===== src/hw/rtl/sks_pkg.sv =====
// ----------------------------------------------------------------------------
// sks_pkg
// Shared types, widths and helpers of the sorted key table.
// ----------------------------------------------------------------------------
package sks_pkg;

  localparam int unsigned KEY_W  = 64;
  localparam int unsigned KB_W   = 4;
  localparam int unsigned POS_W  = 7;
  localparam int unsigned STAT_W = 2;

  localparam logic [STAT_W-1:0] ST_FOUND    = 2'd0;
  localparam logic [STAT_W-1:0] ST_ABSENT   = 2'd1;
  localparam logic [STAT_W-1:0] ST_INSERTED = 2'd2;
  localparam logic [STAT_W-1:0] ST_FULL     = 2'd3;

  localparam logic [KB_W-1:0] KB_RESET = 4'd8;

  // Cell controls, one group broadcast to every cell.
  typedef struct packed {
    logic load;   // latch compare flags against the search key
    logic shift;  // move flags one cell toward the head
    logic write;  // open a slot at the insert position
  } sks_ctl_t;

  // Mask of the low key_bytes bytes; 0 acts as 1, 9..15 act as 8.
  function automatic logic [KEY_W-1:0] key_mask(input logic [KB_W-1:0] kb);
    logic [KEY_W-1:0] m;
    m = '0;
    for (int b = 0; b < 8; b++) begin
      if ((b == 0) || (KB_W'(b) < kb)) begin
        m[8*b +: 8] = 8'hFF;
      end
    end
    return m;
  endfunction

endpackage


===== src/hw/rtl/sks_cell.sv =====
// ----------------------------------------------------------------------------
// sks_cell
// One table slot: stored key, compare flags that ripple toward the head,
// and the shift-up path used on insert.
// ----------------------------------------------------------------------------
module sks_cell #(
  parameter int unsigned IDX   = 0,
  parameter int unsigned CNT_W = 7
) (
  input  logic                   clk_i,
  input  logic                   rst_ni,
  input  sks_pkg::sks_ctl_t      ctl_i,
  input  logic                   live_i,      // slot holds a table entry
  input  logic [sks_pkg::KEY_W-1:0] mask_i,
  input  logic [sks_pkg::KEY_W-1:0] srch_key_i, // already masked
  input  logic [CNT_W-1:0]       ins_pos_i,
  input  logic [sks_pkg::KEY_W-1:0] left_key_i, // key of slot IDX-1
  input  logic                   hit_nxt_i,   // flags of slot IDX+1
  input  logic                   eq_nxt_i,
  output logic [sks_pkg::KEY_W-1:0] key_o,
  output logic                   hit_o,
  output logic                   eq_o
);
  import sks_pkg::*;

  logic [KEY_W-1:0] key_q;
  logic             hit_q, eq_q;
  logic [KEY_W-1:0] cmp_key;
  logic             at_pos, above_pos;

  assign cmp_key   = key_q & mask_i;
  assign at_pos    = (CNT_W'(IDX) == ins_pos_i);
  assign above_pos = (CNT_W'(IDX) >  ins_pos_i);

  always_ff @(posedge clk_i or negedge rst_ni) begin
    if (!rst_ni) begin
      hit_q <= 1'b0;
      eq_q  <= 1'b0;
    end else if (ctl_i.load) begin
      hit_q <= live_i && (cmp_key >= srch_key_i);
      eq_q  <= live_i && (cmp_key == srch_key_i);
    end else if (ctl_i.shift) begin
      hit_q <= hit_nxt_i;
      eq_q  <= eq_nxt_i;
    end
  end

  // Payload: no reset, slots above the fill count are never read.
  always_ff @(posedge clk_i) begin
    if (ctl_i.write) begin
      if (at_pos) begin
        key_q <= srch_key_i;
      end else if (above_pos) begin
        key_q <= left_key_i;
      end
    end
  end

  assign key_o = key_q;
  assign hit_o = hit_q;
  assign eq_o  = eq_q;

endmodule


===== config.mk =====
export PLATFORM = sky130hd
export DESIGN_NAME = sks_cell
export DESIGN_NICKNAME = d
export VERILOG_FILES = /design/src/hw/rtl/sks_pkg.sv /design/src/hw/rtl/sks_cell.sv
export SDC_FILE = /design/constraint.sdc
export NUM_CORES = 1
export LEC_CHECK = 0
export ABC_AREA = 1
export BUFFER_PORTS_ARGS = -buffer_cell sky130_fd_sc_hd__buf_2
export CAP_MARGIN = 15
export CORE_MARGIN = 3
export CORE_UTILIZATION = 46
export CTS_CLUSTER_DIAMETER = 150
export DETAILED_ROUTE_END_ITERATION = 12
export PLACE_DENSITY = 0.83
export SYNTH_ARGS = -nofsm -noshare
export SYNTH_HDL_FRONTEND = slang
export SYNTH_SLANG_ARGS = --single-unit

===== constraint.sdc =====
create_clock -name clk_i -period 1.8 [get_ports clk_i]
set_input_delay 0.27 -clock clk_i [delete_from_list [all_inputs] [get_ports clk_i]]
set_output_delay 0.27 -clock clk_i [all_outputs]
set_load 0.02 [all_outputs]

-- Yosys cells after proc, flatten, opt, wreduce, memory -nomap -nowiden
Cells that the tools add are included.
- register bits after elaboration: 66
- input port bits: 207
- output and inout port bits: 66
- logic and storage cells: 19
- $lt $le $gt $ge: 2
- equality and inequality tests: 1
- mux-type cells: 6
- bitwise operators: 1
- reduce and logical (&&, ||, !) cells: 6
- operators with widths (operator ; number):
    $mux 64 ; 2
    $and 64x64->64 ; 1
    $eq 64x64->1 ; 1
    $ge 64x64->1 ; 1
    $gt 1x7->1 const A ; 1
    $logic_not 7->1 ; 1
    $mux 1 ; 4
    $reduce_bool 2->1 ; 2
    $logic_and 1x1->1 ; 2
    $reduce_and 2->1 ; 1

-- Depth between registers and ports, before layout
- depth after elaboration: 4
- mapped depth: 17
- mapped depth without buffers: 17

-- Worst setup path before layout
OpenSTA, ideal clock, no wires.
- kind: input to register
- start: input ins_pos_i[3]
- end: register key_q[0] (netlist: key_o[0]), enable pin
- library setup time: 0.486 ns
- data arrival time: 3.502 ns
- data required time: 1.314 ns
- slack: -2.188 ns
- stages on the path: 4
- buffers on the path: 1
- cells stage by stage: nor4_1 nand2_1 clkbuf_1 nor2_1
- word-level cells in the longest chain between the ends: 3
- elaborated cells between the ends (all ways): 4
- those cells by class: order compare (1); reduce/logical (3)
- RTL lines (item ; line ; RTL):
    start, declared ; sks_cell.sv:16 ; input logic [CNT_W-1:0] ins_pos_i,
    $gt 1x7->1 or $logic_not 7->1 (tied branches) ; sks_cell.sv:33, sks_cell.sv:32 ;
    $reduce_bool 2->1 (no line) * ; n/a ;
    $reduce_and 2->1 (no line) * ; n/a ;
    end signal, assigned ; sks_cell.sv:52 ; key_q <= srch_key_i;
    end signal, assigned ; sks_cell.sv:54 ; key_q <= left_key_i;
    end, declared ; sks_cell.sv:26 ; logic [KEY_W-1:0] key_q;
Every way passes the cells marked *; elsewhere a longest branch is shown, timed or not.
A chain may end at the register's enable or synchronous reset.

-- Worst setup path after layout
- start: register key_q[31] (netlist: key_o[31])
- end: register hit_q (netlist: hit_o)
- word-level cells in the longest chain between the ends: 4
- RTL lines (item ; line ; RTL):
    $and 64x64->64 ; sks_cell.sv:31 ; assign cmp_key = key_q & mask_i;
    $ge 64x64->1 ; sks_cell.sv:40 ; hit_q <= live_i && (cmp_key >= srch_key_i);
    $logic_and 1x1->1 ; sks_cell.sv:40 ;
    $mux 1 ; sks_cell.sv:39 ; end else if (ctl_i.load) begin
    end signal, assigned ; sks_cell.sv:40 ;
    end signal, assigned ; sks_cell.sv:43 ; hit_q <= hit_nxt_i;
    end, declared ; sks_cell.sv:27 ; logic hit_q, eq_q;
No other way between the ends.

==> results.json <==
{
  "setup.worst_path.start_class": "flop",
  "timing.critical_path.to_type": "flop",
  "grt_util_all_layers": 0.217,
  "most_common_cell_in_the_synthesized_netlist": "sky130_fd_sc_hd__nand2_1",
  "hp-class": "in2reg",
  "drt_first_pass_iters": 4,
  "layout_worst_path_cycle_share": 1.01,
  "critPathArrivalTime_ns": 2.09,
  "power.combinational.fraction": 0.206,
  "dpl.cell_count": 1047,
  "die_w_um": 109,
  "whs_endpoint": "key_o[25]",
  "final_util": 0.681,
  "area.growth.synth_to_final_pct": 43.6,
  "slew_viol_final": 0,
  "post-dp-hpwl_mm": 11.3,
  "synthDistinctLibCells": 24,
  "cts_sinks": 66,
  "outcome": "finished with violations",
  "internal-power_uw": 2520,
  "switching_share": 0.269,
  "cts-root-buf": "sky130_fd_sc_hd__clkbuf_8",
  "vdd.ir_drop.worst_mv": 0.295,
  "worst_r2r_path_depth": 15,
  "critPathMaxFanout": 2,
  "multi_input_area_um2": 2640,
  "syn-mean-instance-area_um2": 7.67,
  "timing.rr.start": "key_o[31]",
  "terminus_of_the_critical_flop_to_flop_path": "hit_o",
  "placement.setup.worst_slack_ns": -0.0411,
  "regArea_um2": 1970,
  "reg_to_reg_setup_timing_slack_ns": -0.02,
  "worst_slack_ns": -0.0182,
  "floorplan.initialDensity": 0.474,
  "synthesis.instances": 641,
  "cts_max_path_buffers": 2,
  "report.final.setup_viol": 1,
  "skew_ns": 0.00451,
  "layout.cell_area.non_filler_um2": 7060,
  "grt_overflow_total": 0,
  "number_of_synthesized_flops_with_an_enable_pin": 64,
  "globalplace.congestion": 0.784,
  "slew_headroom": 0.784,
  "tritoncts": "yes",
  "timing.critical_path.required_ns": 2.07,
  "finalCriticalPeriod_ns": 1.82,
  "path_clk_slew_ns": 0.07,
  "min_delay_path_depth": 3,
  "fp.dieArea_um2": 12000,
  "detailroute.via_count": 5113,
  "setup_tns_ns": -0.0182,
  "power.clock.fraction": 0.301,
  "p_leak_uw": 0.00415,
  "synth_flop_cell": "sky130_fd_sc_hd__edfxtp_1",
  "p_seq_frac": 0.492,
  "grt_pass1_wl_mm": 20.3,
  "number_of_antenna_violations_at_the_first_check_in_global_routing": 0,
  "postRouteAntennaNets": 0,
  "yosys.area.top_type": "sky130_fd_sc_hd__edfxtp_1",
  "placeableCoreArea_um2": 10400,
  "synth_seq_area_share": 0.401,
  "share_of_final_layout_standard_cells_stronger_than_drive_strength_1": 0.386,
  "drt_iter0_markers": 289,
  "post_synth_instance_area_um2": 4910,
  "final-hold-violation-count": 0,
  "postRouteWirelength_mm": 14.4,
  "grt_setup_unrepaired": "yes",
  "grt_pass1_vias": 4563,
  "postSynthNetCount": 912,
  "wl_per_cell_um": 13.5,
  "drt-vias-per-instance": 4.77,
  "antenna-diode-count": 0,
  "power.density_nw_per_um2": 489,
  "post-synth-top-area-fraction": 0.391,
  "placement_rows": 37,
  "layoutNonFillerInstCount": 1072,
  "cts.htree.levels": 3,
  "synth-async-reset-ratio": 0.0303,
  "fillCellCount": 891,
  "cts_buffers": 9,
  "io_buffers": 272,
  "clk_latency_ns": 0.33,
  "post-route-drc-count": 0,
  "worst_hold_startpoint": "left_key_i[25]",
  "crit_type": "reg2reg",
  "failed_checks": "negative setup slack",
  "grt_start_max_net_pins": 69,
  "top_level_port_count": 273,
  "ys_top_cells_by_area": "sky130_fd_sc_hd__edfxtp_1, sky130_fd_sc_hd__ha_1, sky130_fd_sc_hd__nand2_1",
  "switchingPower_uw": 927,
  "fmaxAchievable_mhz": 550,
  "ys_seq_elements": 66,
  "dpl_cell_area_um2": 6540,
  "cap_violations": 0,
  "fin_nets": 1203,
  "max_slew.worst_pin.slew_ns": 0.321,
  "netlist_top_cells_count": "sky130_fd_sc_hd__nand2_1, sky130_fd_sc_hd__inv_1, sky130_fd_sc_hd__edfxtp_1, sky130_fd_sc_hd__ha_1, sky130_fd_sc_hd__o21ai_0",
  "yosysWarnings": 0,
  "die_h_um": 109
}
cell type report:
class | count | area share
Multi-Input combinational cell | 416 | 0.374
Sequential cell | 66 | 0.279
Timing Repair Buffer | 294 | 0.224
Inverter | 145 | 0.0771
Tap cell | 136 | 0.0241
Clock buffer | 10 | 0.0181
Clock inverter | 5 | 0.00319
what timing repair did:
action | 4_1_cts | 5_1_grt
buffers inserted | 1 | 8
hold buffers | 1 | 0
endpoints found under the hold margin | 2 | 0
endpoints found under the setup margin | 2 | 2
pin swaps | 9 | 31
resized for setup | 9 | 41
metrics by stage:
stage | power [uW] | hold slack, ns
floorplan | 2050 | -0.0256
global placement | 2340 | 0.0580
detailed placement | 2360 | 0.0647
CTS | 3410 | 0.191
global route | 3650 | 0.205
finish | 3450 | 0.212
critical path, cell delays in order, from the launching register on:
cell and delay (ns):
sky130_fd_sc_hd__edfxtp_1 0.39, sky130_fd_sc_hd__nand2_1 0.09, sky130_fd_sc_hd__inv_1 0.06, sky130_fd_sc_hd__ha_4 0.27, sky130_fd_sc_hd__nand2_2 0.08, sky130_fd_sc_hd__nor2_4 0.13
sky130_fd_sc_hd__nand2_2 0.07, sky130_fd_sc_hd__inv_2 0.07, sky130_fd_sc_hd__nand3_2 0.08, sky130_fd_sc_hd__nor2_4 0.12, sky130_fd_sc_hd__nand2_1 0.06, sky130_fd_sc_hd__nand2_1 0.06
sky130_fd_sc_hd__nor2_1 0.03, sky130_fd_sc_hd__nand2_1 0.06, sky130_fd_sc_hd__nand2_1 0.06, sky130_fd_sc_hd__a21oi_2 0.13
worst max-delay path by stage:
stage | to | from | slack, ns
global placement | hit_o | key_o[31] | 0.03
CTS | hit_o | key_o[31] | 0.0005
global route | hit_o | key_o[30] | -0.15
finish | hit_o | key_o[31] | -0.02
detailed placement | hit_o | key_o[31] | -0.04
floorplan | key_o[0] | ins_pos_i[3] | -0.36
power by group through the flow:
| stage | clock network (uW) | registers, uW | logic [uW] |
|---|---|---|---|
| 2_1_floorplan | 0 | 1740 | 305 |
| 3_3_place_gp | 0 | 1730 | 611 |
| 3_5_place_dp | 0 | 1730 | 629 |
| 4_1_cts | 1070 | 1700 | 646 |
| 5_1_grt | 1140 | 1700 | 810 |
| 6_report | 1040 | 1700 | 712 |
cells by family (layout without fill, tap and decap cells):
group	Yosys count	in the layout	share of synthesized area
DFF	66	66	0.401
adders and majority gates	64	64	0.163
buffers and inverters	159	454	0.126
and+or+nand+nor	246	246	0.196
AOI/OAI and AO/OA	105	105	0.111
muxes	1	1	0.00305
placed cells by master (no fill, tap or decap):
master                          instances
sky130_fd_sc_hd__buf_12                 4
sky130_fd_sc_hd__mux2_4                 1
sky130_fd_sc_hd__clkbuf_1               1
sky130_fd_sc_hd__nor2_2                 6
sky130_fd_sc_hd__buf_2                272
sky130_fd_sc_hd__nand3_2                3
sky130_fd_sc_hd__a21oi_1               27
sky130_fd_sc_hd__nor2_4                 7
sky130_fd_sc_hd__clkinv_2               3
sky130_fd_sc_hd__clkinv_1               2
sky130_fd_sc_hd__nor3_1                 3
sky130_fd_sc_hd__nand3_1                5
sky130_fd_sc_hd__clkbuf_8               9
sky130_fd_sc_hd__inv_2                  6
sky130_fd_sc_hd__o21a_1                 3
sky130_fd_sc_hd__a21o_1                 3
sky130_fd_sc_hd__nand4_1                2
sky130_fd_sc_hd__o21ai_0               55
sky130_fd_sc_hd__nand2_1              191
sky130_fd_sc_hd__nor4_4                 1
sky130_fd_sc_hd__edfxtp_1              64
sky130_fd_sc_hd__nand2_2               12
sky130_fd_sc_hd__dlygate4sd3_1          1
sky130_fd_sc_hd__nand2_4                2
sky130_fd_sc_hd__o21ai_1               14
sky130_fd_sc_hd__buf_4                 17
sky130_fd_sc_hd__ha_1                  49
sky130_fd_sc_hd__inv_1                139
sky130_fd_sc_hd__a21oi_2                3
sky130_fd_sc_hd__ha_4                  15
sky130_fd_sc_hd__dfrtp_1                2
sky130_fd_sc_hd__nor2_1                14
metal layers:
layer	wire [um]	track usage	part of all wire	vias to the layer above
li1	-	-	-	2606
met1	5280	0.255	0.37	2280
met2	7650	0.392	0.53	211
met3	1300	0.0534	0.090	16
met4	201	0.0641	0.014	0
met5	0	0	0	-
state kept, by name, summed over array words and instances (netlist names):
register  cells
key_o        64
eq_o          1
hit_o         1
Note: power is estimated with default switching activity, not from simulation.
